### src/hdl/isv_pkg.sv
`timescale 1ns / 1ps
// ----------------------------------------------------------------------------
// isv_pkg
// Types, character codes and small modulo helpers for the ISBN validator.
// ----------------------------------------------------------------------------
package isv_pkg;

    localparam logic [7:0] C_ASCII_0  = 8'h30;
    localparam logic [7:0] C_ASCII_9  = 8'h39;
    localparam logic [7:0] C_ASCII_UX = 8'h58;
    localparam logic [7:0] C_ASCII_LX = 8'h78;

    localparam logic [3:0] C_VALUE_X      = 4'd10;
    localparam logic [3:0] C_MAX_KEPT     = 4'd14;
    localparam logic [3:0] C_LEN_ISBN10   = 4'd10;
    localparam logic [3:0] C_LEN_ISBN13   = 4'd13;
    localparam logic [3:0] C_POS_CHECK10  = 4'd9;
    localparam logic [3:0] C_POS_CHECK13  = 4'd12;
    localparam logic [3:0] C_PREFIX_LEN   = 4'd3;
    localparam logic [3:0] C_MID_LAST     = 4'd11;
    localparam logic [3:0] C_SUM13_PREFIX = 4'd8;

    localparam int C_MOD11   = 11;
    localparam int C_MOD10   = 10;
    localparam int C_RECIP11 = 187;  // ceil(2^11 / 11)
    localparam int C_RECIP10 = 205;  // ceil(2^11 / 10)

    typedef enum logic [1:0] {
        KIND_NONE   = 2'd0,
        KIND_ISBN10 = 2'd1,
        KIND_ISBN13 = 2'd2
    } t_kind;

    typedef struct packed {
        logic [3:0] kept_count;
        logic [3:0] sum_ten;
        logic [3:0] sum_thirteen;
        logic [3:0] sum_to_ten;
        logic [3:0] sum_to_thirteen;
        logic [3:0] tenth_char;
        logic [3:0] thirteenth_digit;
        logic       prefix_match;
        logic       misplaced_x;
    } t_isv_state;

    typedef struct packed {
        t_kind      kind;
        logic       valid_res;
        logic [3:0] expected_check;
        logic       convert_ok;
        logic [3:0] converted_check;
    } t_isv_result;

    localparam t_isv_state C_STATE_RESET = '{
        kept_count:       4'd0,
        sum_ten:          4'd0,
        sum_thirteen:     4'd0,
        sum_to_ten:       4'd0,
        sum_to_thirteen:  C_SUM13_PREFIX,
        tenth_char:       4'd0,
        thirteenth_digit: 4'd0,
        prefix_match:     1'b1,
        misplaced_x:      1'b0
    };

    // Remainder by eleven through a reciprocal multiply; exact for all 7-bit inputs.
    function automatic logic [3:0] mod11(input logic [6:0] x);
        logic [14:0] prod;
        logic [3:0]  q;
        logic [6:0]  r;
        prod = 15'(x) * 15'(C_RECIP11);
        q    = prod[14:11];
        r    = x - 7'(q) * 7'(C_MOD11);
        return r[3:0];
    endfunction

    function automatic logic [3:0] mod10(input logic [6:0] x);
        logic [14:0] prod;
        logic [3:0]  q;
        logic [6:0]  r;
        prod = 15'(x) * 15'(C_RECIP10);
        q    = prod[14:11];
        r    = x - 7'(q) * 7'(C_MOD10);
        return r[3:0];
    endfunction

    function automatic logic [3:0] check11(input logic [3:0] s);
        return (s == 4'd0) ? 4'd0 : 4'(C_MOD11) - s;
    endfunction

    function automatic logic [3:0] check10(input logic [3:0] s);
        return (s == 4'd0) ? 4'd0 : 4'(C_MOD10) - s;
    endfunction

    function automatic logic [3:0] prefix_digit(input logic [1:0] p);
        logic [3:0] d;
        case (p)
            2'd0:    d = 4'd9;
            2'd1:    d = 4'd7;
            2'd2:    d = 4'd8;
            default: d = 4'd0;
        endcase
        return d;
    endfunction

endpackage

### src/hdl/isv_step.sv
`timescale 1ns / 1ps
// ----------------------------------------------------------------------------
// isv_step
// Absorbs one character into the running sums and forms the result that a
// final character produces.
// ----------------------------------------------------------------------------
module isv_step (
    input  isv_pkg::t_isv_state  i_state,
    input  logic [7:0]           i_ch,
    input  logic                 i_last,
    output isv_pkg::t_isv_state  o_next,
    output isv_pkg::t_isv_result o_result
);
    import isv_pkg::*;

    logic       w_kept;
    logic       w_is_x;
    logic       w_take;
    logic [3:0] w_v;
    logic [3:0] w_p;
    logic [3:0] w_wt_ten;
    logic [3:0] w_wt_13;
    logic [3:0] w_wt_to10;
    logic [3:0] w_wt_to13;
    t_isv_state w_upd;

    always_comb begin
        w_is_x = (i_ch == C_ASCII_UX) || (i_ch == C_ASCII_LX);
        w_kept = (i_ch inside {[C_ASCII_0:C_ASCII_9]}) || w_is_x;
        w_v    = w_is_x ? C_VALUE_X : 4'(i_ch - C_ASCII_0);
        w_p    = i_state.kept_count;
        w_take = w_kept && (w_p < C_MAX_KEPT);

        w_wt_ten  = 4'd10 - w_p;
        w_wt_to10 = 4'd13 - w_p;
        w_wt_13   = w_p[0] ? 4'd3 : 4'd1;
        w_wt_to13 = w_p[0] ? 4'd1 : 4'd3;

        w_upd = i_state;
        if (w_take) begin
            w_upd.kept_count = w_p + 4'd1;
            if (w_p < C_POS_CHECK10) begin
                w_upd.sum_ten = mod11(7'(i_state.sum_ten) + 7'(w_wt_ten) * 7'(w_v));
                w_upd.sum_to_thirteen =
                    mod10(7'(i_state.sum_to_thirteen) + 7'(w_wt_to13) * 7'(w_v));
            end
            if (w_p < C_POS_CHECK13) begin
                w_upd.sum_thirteen =
                    mod10(7'(i_state.sum_thirteen) + 7'(w_wt_13) * 7'(w_v));
            end
            if ((w_p >= C_PREFIX_LEN) && (w_p <= C_MID_LAST)) begin
                w_upd.sum_to_ten = mod11(7'(i_state.sum_to_ten) + 7'(w_wt_to10) * 7'(w_v));
            end
            if ((w_p < C_PREFIX_LEN) && (w_v != prefix_digit(w_p[1:0]))) begin
                w_upd.prefix_match = 1'b0;
            end
            if (w_p == C_POS_CHECK10) begin
                w_upd.tenth_char = w_v;
            end
            if (w_p == C_POS_CHECK13) begin
                w_upd.thirteenth_digit = w_v;
            end
            if (w_is_x && (w_p != C_POS_CHECK10)) begin
                w_upd.misplaced_x = 1'b1;
            end
        end
    end

    // Result over the state that includes this character.
    always_comb begin
        o_result = '{kind: KIND_NONE, valid_res: 1'b0, expected_check: 4'd0,
                     convert_ok: 1'b0, converted_check: 4'd0};
        if (w_upd.kept_count == C_LEN_ISBN10) begin
            o_result.kind           = KIND_ISBN10;
            o_result.expected_check = check11(w_upd.sum_ten);
            o_result.valid_res      = !w_upd.misplaced_x &&
                                      (w_upd.tenth_char == check11(w_upd.sum_ten));
            o_result.convert_ok     = o_result.valid_res;
            if (o_result.valid_res) begin
                o_result.converted_check = check10(w_upd.sum_to_thirteen);
            end
        end else if (w_upd.kept_count == C_LEN_ISBN13) begin
            o_result.kind           = KIND_ISBN13;
            o_result.expected_check = check10(w_upd.sum_thirteen);
            o_result.valid_res      = !w_upd.misplaced_x && (w_upd.tenth_char != C_VALUE_X) &&
                                      (w_upd.thirteenth_digit == check10(w_upd.sum_thirteen));
            o_result.convert_ok     = o_result.valid_res && w_upd.prefix_match;
            if (o_result.convert_ok) begin
                o_result.converted_check = check11(w_upd.sum_to_ten);
            end
        end
    end

    // A final character ends the text, so the sums start afresh.
    assign o_next = i_last ? C_STATE_RESET : w_upd;

endmodule

### src/hdl/isbn_stream_validator.sv
`timescale 1ns / 1ps
// ----------------------------------------------------------------------------
// isbn_stream_validator
// ISBN-10 / ISBN-13 check digit validation with conversion, fed one
// character per beat.
//
//   channel | handshake                 | payload
//   --------+---------------------------+-----------------------------------
//   input   | i_in_valid / o_in_ready   | i_ch, i_last
//   output  | o_out_valid / i_out_ready | o_kind, o_valid_res,
//           |                           | o_expected_check, o_convert_ok,
//           |                           | o_converted_check
//
// One character is taken every cycle while no last beat stalls; the beat
// marked last is held in the input register, and its result then in the
// result register. Reset clears the running sums and both registers' valid
// flags. A last beat waits in the input register while the result register
// is still full, which is the only stall; other beats pass regardless.
// ----------------------------------------------------------------------------
module isbn_stream_validator (
    input  logic       i_clk,
    input  logic       i_rst_n,
    input  logic       i_in_valid,
    output logic       o_in_ready,
    input  logic [7:0] i_ch,
    input  logic       i_last,
    output logic       o_out_valid,
    input  logic       i_out_ready,
    output logic [1:0] o_kind,
    output logic       o_valid_res,
    output logic [3:0] o_expected_check,
    output logic       o_convert_ok,
    output logic [3:0] o_converted_check
);
    import isv_pkg::*;

    logic        r_in_valid;
    logic [7:0]  r_ch;
    logic        r_last;
    t_isv_state  r_state;
    t_isv_state  n_state;
    logic        r_out_valid;
    t_isv_result r_res;
    t_isv_result n_res;
    logic        w_advance;

    // A beat without a result never needs the result register.
    assign w_advance  = r_in_valid && (!r_last || !r_out_valid || i_out_ready);
    assign o_in_ready = !r_in_valid || w_advance;

    isv_step u_step (
        .i_state  (r_state),
        .i_ch     (r_ch),
        .i_last   (r_last),
        .o_next   (n_state),
        .o_result (n_res)
    );

    always_ff @(posedge i_clk) begin
        if (!i_rst_n) begin
            r_in_valid <= 1'b0;
        end else if (o_in_ready) begin
            r_in_valid <= i_in_valid;
        end
    end

    always_ff @(posedge i_clk) begin
        if (i_in_valid && o_in_ready) begin
            r_ch   <= i_ch;
            r_last <= i_last;
        end
    end

    always_ff @(posedge i_clk) begin
        if (!i_rst_n) begin
            r_state <= C_STATE_RESET;
        end else if (w_advance) begin
            r_state <= n_state;
        end
    end

    always_ff @(posedge i_clk) begin
        if (!i_rst_n) begin
            r_out_valid <= 1'b0;
        end else if (w_advance && r_last) begin
            r_out_valid <= 1'b1;
        end else if (i_out_ready) begin
            r_out_valid <= 1'b0;
        end
    end

    always_ff @(posedge i_clk) begin
        if (w_advance && r_last) begin
            r_res <= n_res;
        end
    end

    assign o_out_valid       = r_out_valid;
    assign o_kind            = r_res.kind;
    assign o_valid_res       = r_res.valid_res;
    assign o_expected_check  = r_res.expected_check;
    assign o_convert_ok      = r_res.convert_ok;
    assign o_converted_check = r_res.converted_check;

    // A final beat leaves the accumulators at their reset values.
    a_restart: assert property (@(posedge i_clk) disable iff (!i_rst_n)
        (w_advance && r_last) |=> (r_state == C_STATE_RESET))
        else $error("state not restarted after final beat");

    a_count_sat: assert property (@(posedge i_clk) disable iff (!i_rst_n)
        r_state.kept_count <= C_MAX_KEPT)
        else $error("kept count beyond saturation");

    a_conv_needs_valid: assert property (@(posedge i_clk) disable iff (!i_rst_n)
        (r_out_valid && r_res.convert_ok) |-> r_res.valid_res)
        else $error("conversion flagged on invalid text");

    a_none_zero: assert property (@(posedge i_clk) disable iff (!i_rst_n)
        (r_out_valid && (r_res.kind == KIND_NONE)) |->
        (!r_res.valid_res && (r_res.expected_check == 4'd0) &&
         (r_res.converted_check == 4'd0)))
        else $error("non-empty fields for unrecognised length");

    a_check_range: assert property (@(posedge i_clk) disable iff (!i_rst_n)
        r_out_valid |-> ((r_res.expected_check <= C_VALUE_X) &&
                         (r_res.converted_check <= C_VALUE_X)))
        else $error("check digit out of range");

endmodule
### config.mk
export PLATFORM = sky130hd
export DESIGN_NAME = isbn_stream_validator
export DESIGN_NICKNAME = d
export VERILOG_FILES = /design/src/hdl/isv_pkg.sv /design/src/hdl/isv_step.sv /design/src/hdl/isbn_stream_validator.sv
export SDC_FILE = /design/constraint.sdc
export NUM_CORES = 1
export LEC_CHECK = 0
export ABC_AREA = 1
export ABC_CLOCK_PERIOD_IN_PS = 22600
export BUFFER_PORTS_ARGS = -buffer_cell sky130_fd_sc_hd__buf_2
export CAP_MARGIN = 40
export CORE_UTILIZATION = 36
export DETAILED_ROUTE_END_ITERATION = 8
export HOLD_SLACK_MARGIN = 0.08
export SLEW_MARGIN = 20
export SYNTH_ARGS = -nofsm -noshare
export SYNTH_HDL_FRONTEND = slang
export SYNTH_SLANG_ARGS = --single-unit
### constraint.sdc
create_clock -name i_clk -period 22.6 [get_ports i_clk]
set_input_delay 3.39 -clock i_clk [delete_from_list [all_inputs] [get_ports i_clk]]
set_output_delay 3.39 -clock i_clk [all_outputs]
set_load 0.005 [all_outputs]
# After elaboration in Yosys (flattened, before gate mapping)
# Cells that the tools add are included.
classes:
  eq_ne: 13
  mul: 12
  add_sub_neg: 16
  order_cmp: 8
  n_reduce_logical: 27
  mux: 25
op_table:
  columns: ["op", "count"]
  rows:
  - ["7-bit by 8-bit multiplier with 15-bit output, second input constant", 4]
  - ["30-bit 2-to-1 mux", 2]
  - ["4-bit 2-to-1 mux", 14]
  - ["4-bit by 7-bit adder with 7-bit output", 4]
  - ["4-bit by 4-bit multiplier with 7-bit output", 4]
  - ["4-bit subtractor, first input constant", 6]
  - ["4-bit equality test, second input constant", 4]
  - ["8-bit by 7-bit equality test with 1-bit output, second input constant", 2]
  - ["4-bit logical NOT", 4]
  - ["4-bit subtractor", 4]
  - ["1-bit logical AND", 12]
  - ["4-bit less-than comparator, second input constant", 3]
  - ["12-bit 2-to-1 mux", 1]
  - ["4-bit case mux with 3 select lines", 1]
  - ["10-bit 2-to-1 mux", 1]
  - ["4-bit equality test", 2]
  - ["8-bit by 6-bit greater-or-equal comparator with 1-bit output, second input constant", 1]
  - ["8-bit by 6-bit less-or-equal comparator with 1-bit output, second input constant", 1]
  - ["4-bit by 3-bit multiplier with 3-bit output, second input constant", 2]
  - ["4-bit by 4-bit multiplier with 4-bit output, second input constant", 2]
  - ["4-bit inequality test, second input constant", 2]
  - ["1-bit logical OR", 5]
  - ["4-bit by 1-bit adder with 4-bit output, second input constant", 1]
  - ["4-bit by 2-bit greater-or-equal comparator with 1-bit output, second input constant", 1]
  - ["other kinds (11)", 18]
totals:
  wordCells: 119
  register_bits: 53
  in_bits: 13

# Depth between registers and ports, before layout
depth:
  depth_word: 18
  depth_mapped: 57

# Modules after synthesis
# Synthesis repeated with hierarchy kept, for this count alone.
unflattened:
  hier_cells: 1271
  area_unflattened_um2: 9372.7
modules_own_cells:
  columns: ["module", "cells_each", "area_each_um2", "instances"]
  rows:
  - ["isv_step", 1042, 7313.3, 1]
  - ["isbn_stream_validator", 229, 2059.5, 1]

# Least setup slack after synthesis
# Ideal clock, no wire load.
synth_timing:
  kind: "reg2reg"
  startpoint: "reg r_ch[0]"
  endpoint: "reg r_res, in the netlist o_converted_check[2], data pin"
  t_arrival_ns: 9.302
  t_required_ns: 22.347
  n_path_buf: 0
  stages_incl_launch_ff: 50
  slack_ns: 13.044
  cell_sequence: "edfxtp_1 inv_2 nand3_2 nor3_1 nor2_1 inv_1 nand2_1 fa_1 fa_1 fa_1 inv_1 ha_1 nand3_1 nand3_1 nand2_1 nand2_1 a21oi_1 xor2_1 (+14 left out) nand2_1 inv_1 ha_1 fa_1 inv_1 ha_1 nand2_1 nor2_1 a211oi_1 xor2_1 inv_1 nand3_1 nand3_1 nand2_1 ha_1 nand3_1 nand4_1 nand2_1"
synth_lines:
  columns: ["element", "line", "source"]
  rows:
  - ["from (decl)", "isbn_stream_validator.sv:38", "logic [7:0] r_ch;"]
  - ["from (signal assigned)", "isbn_stream_validator.sv:69", "r_ch <= i_ch;"]
  - ["to (signal assigned)", "isbn_stream_validator.sv:94", "r_res <= n_res;"]
  - ["to (decl)", "isbn_stream_validator.sv:43", "t_isv_result r_res;"]

==> run summary <==
DIE AREA: 25,670 µm²
Hold WS: 0.4676 ns
Clock latency at the later pin of the worst-skew pair: 0.31 ns
DRT Pass-1 Iters: 5
Endpoint class of the critical path: flip-flop
Clock root cell: clkbuf_16
DR vias/cell: 4.678
GRT Total Usage: 0.1560
Clk slew on worst S/H paths: 0.08 ns
Syn Nets: 1,451
CP Launch Type: flip-flop
Vias in the first global route: 7,094
Number of flops mapped to enable cells by yosys: 21
Final worst slack: 12.08 ns
IO buf count: 26
FF/Latch Area: 1271 µm²
Fraction of layout cells with a size suffix above 1: 0.05892
Post-CTS Setup Inserts: 0
Worst Path Arrival: 10.59 ns
Top-count cell post-synth: inv_1
Syn Inst Count: 1,180
Hold/Removal Path Class: flip-flop to flip-flop
Die width: 160.2 µm
Worst path buffer plus inverter count: 10
Initial antenna violation count: 0
Final setup TNS: 0 ns
Number of nets still failing antenna checks after routing: 0
Detail Placement HPWL: 16.41 mm
Sequential share of the synthesized area: 0.1411
H-tree depth: 2
Total clock sinks: 53
DR DRC count: 0
Cell mode on critical path: inv_1
Fill cell count: 2,489
Netlist cell types: 45
Final GP Congestion: 0.8701
Yosys reg bits: 53
Area Overhead vs Synth: 7.539%
DR iter-0 viols: 386
Yosys top cell area share: 0.2652
Top cell type by total area after synthesis: ha_1
Slew Viols, Final: 0
Post-synth ARST share: 0
RSZ-0062 raised after global routing: false
Setup Viol. Count Final: 0
First-pass GRT wire length: 33.31 mm
Final worst-path cycle share: 0.4655
Core Area: 24,460 µm²
DR WL met2: 8.536 mm
Setup CP Type: flip-flop to flip-flop
Final Hold Vio Count: 0
Critical path's largest stage delay: 0.57 ns
Worst-path maximum fanout: 9
Diode count: 0
CP Data Required Time: 22.67 ns
Final WL: 19.13 mm
Relative slew slack: 0.5225
Top cells by area, synth: ha_1 27%, fa_1 15%, inv_1 11%
Delay-heaviest family, CP: adder cells
Via total after detailed routing: 7,153
CTS tree: yes
Warnings from Yosys: 0
Worst slew pin tran: 0.7136 ns
Syn Std Cell Area: 9012 µm²
Total CTS buffers: 5
Slowest stage cell, crit path: fa_1
Maximum clock insertion buffer count: 2
Synth Flop Type: dfxtp_1
Final net count: 1,475
Initial Utilization: 0.3684
Worst clock skew: 0.01143 ns
Max cap viols: 0
Multi-input logic area: 6668 µm²
Max Used Layer: met4
DR WL/cell: 12.51 µm
Hold_buf cts: 0
Largest net degree at the start of global routing: 30
Post-CTS sizing: 0
Number of cell rows: 57
Syn_area_per_cell: 7.638 µm²
Dpl ws: 12.03 ns
Tmin final: 10.52 ns
Met3 WL post-DR: 637 µm
Max Freq: 0.09505 GHz
Status: completed
Metal1 wirelength: 9.821 mm
Synth cell count leaders: 263 x inv_1, 243 x nand2_1, 191 x ha_1
Total gr overflow: 0
Die height: 160.2 µm
I/O Pins: 27
Fin util: 0.3962
-- cell families after synthesis --
logic type / Yosys count / synth area share
AOI/OAI and AO/OA: 115 / 0.07372
xor gates and xnor gates: 42 / 0.04082
adders and majority gates: 258 / 0.4140
buffers and inverters: 282 / 0.1191
DFF: 53 / 0.1411
muxes: 4 / 0.004443
and+or+nand+nor: 426 / 0.2069
-- area by class of cell --
type                    instances  area share
clock buffers                   5     0.01291
clock inverters                 3    0.002969
inverters                     270      0.1053
multi-input cells             845      0.6880
flip-flops and latches         53      0.1312
well taps                     324     0.04183
repair buffers                 29     0.01782
-- cells in the final DEF (no fill, tap or decap), types with 6 or more instances in the layout --
master / count
nand4_1: 13
buf_2: 26
o21bai_1: 8
inv_1: 263
or2_2: 10
o21ai_1: 6
nor2_1: 65
nand3b_1: 6
nor3_1: 10
nand2_1: 243
xnor2_1: 14
o21ai_0: 21
nand3_1: 65
fa_1: 67
a21oi_1: 58
ha_1: 191
edfxtp_1: 21
xor2_1: 28
dfxtp_1: 32
-- stage by stage --
| stage | cells | area [µm²] |
|---|---|---|
| global placement | 1520 | 9510 |
| global route | 1529 | 9692 |
| floorplan | 1180 | 9012 |
| finish | 1529 | 9692 |
| detailed placement | 1521 | 9538 |
| CTS | 1529 | 9692 |
-- state kept, by name, summed over array words and instances, names as in the netlist --
name	count
r_ch	8
o_converted_check	4
r_last	1
o_convert_ok	1
o_expected_check	4
o_valid_res	1
o_out_valid	1
r_in_valid	1
o_kind	2
r_state	30
-- worst min-delay path, cell delays in order (launching register included) --
cell and delay, ns:
dfxtp_1 0.31, nand2_1 0.06, a21oi_1 0.06
-- metal layers --
metal  vias to the layer above  track usage
li1                       3781            -
met1                      3251       0.2202
met2                       111       0.2619
met3                        10      0.01844
met4                         0      0.01645
met5                         -            0
-- path summary, 6_finish.rpt --
check | startpoint | end | slack [ns] | cells after the start
hold reg to reg | r_state[3]$_SDFFE_PN0P_ | r_state[3]$_SDFFE_PN0P_ | 0.47 | 2
hold / removal | r_state[3]$_SDFFE_PN0P_ | r_state[3]$_SDFFE_PN0P_ | 0.47 | 2
setup reg to reg | r_ch[0]$_DFFE_PP_ | o_converted_check[2]$_DFFE_PP_ | 12.08 | 49
setup / recovery | r_ch[0]$_DFFE_PP_ | o_converted_check[2]$_DFFE_PP_ | 12.08 | 49
Power is left out: the tool's default activity adds up to more than one toggle a clock period on the data nets, which glitch-free logic cannot reach.
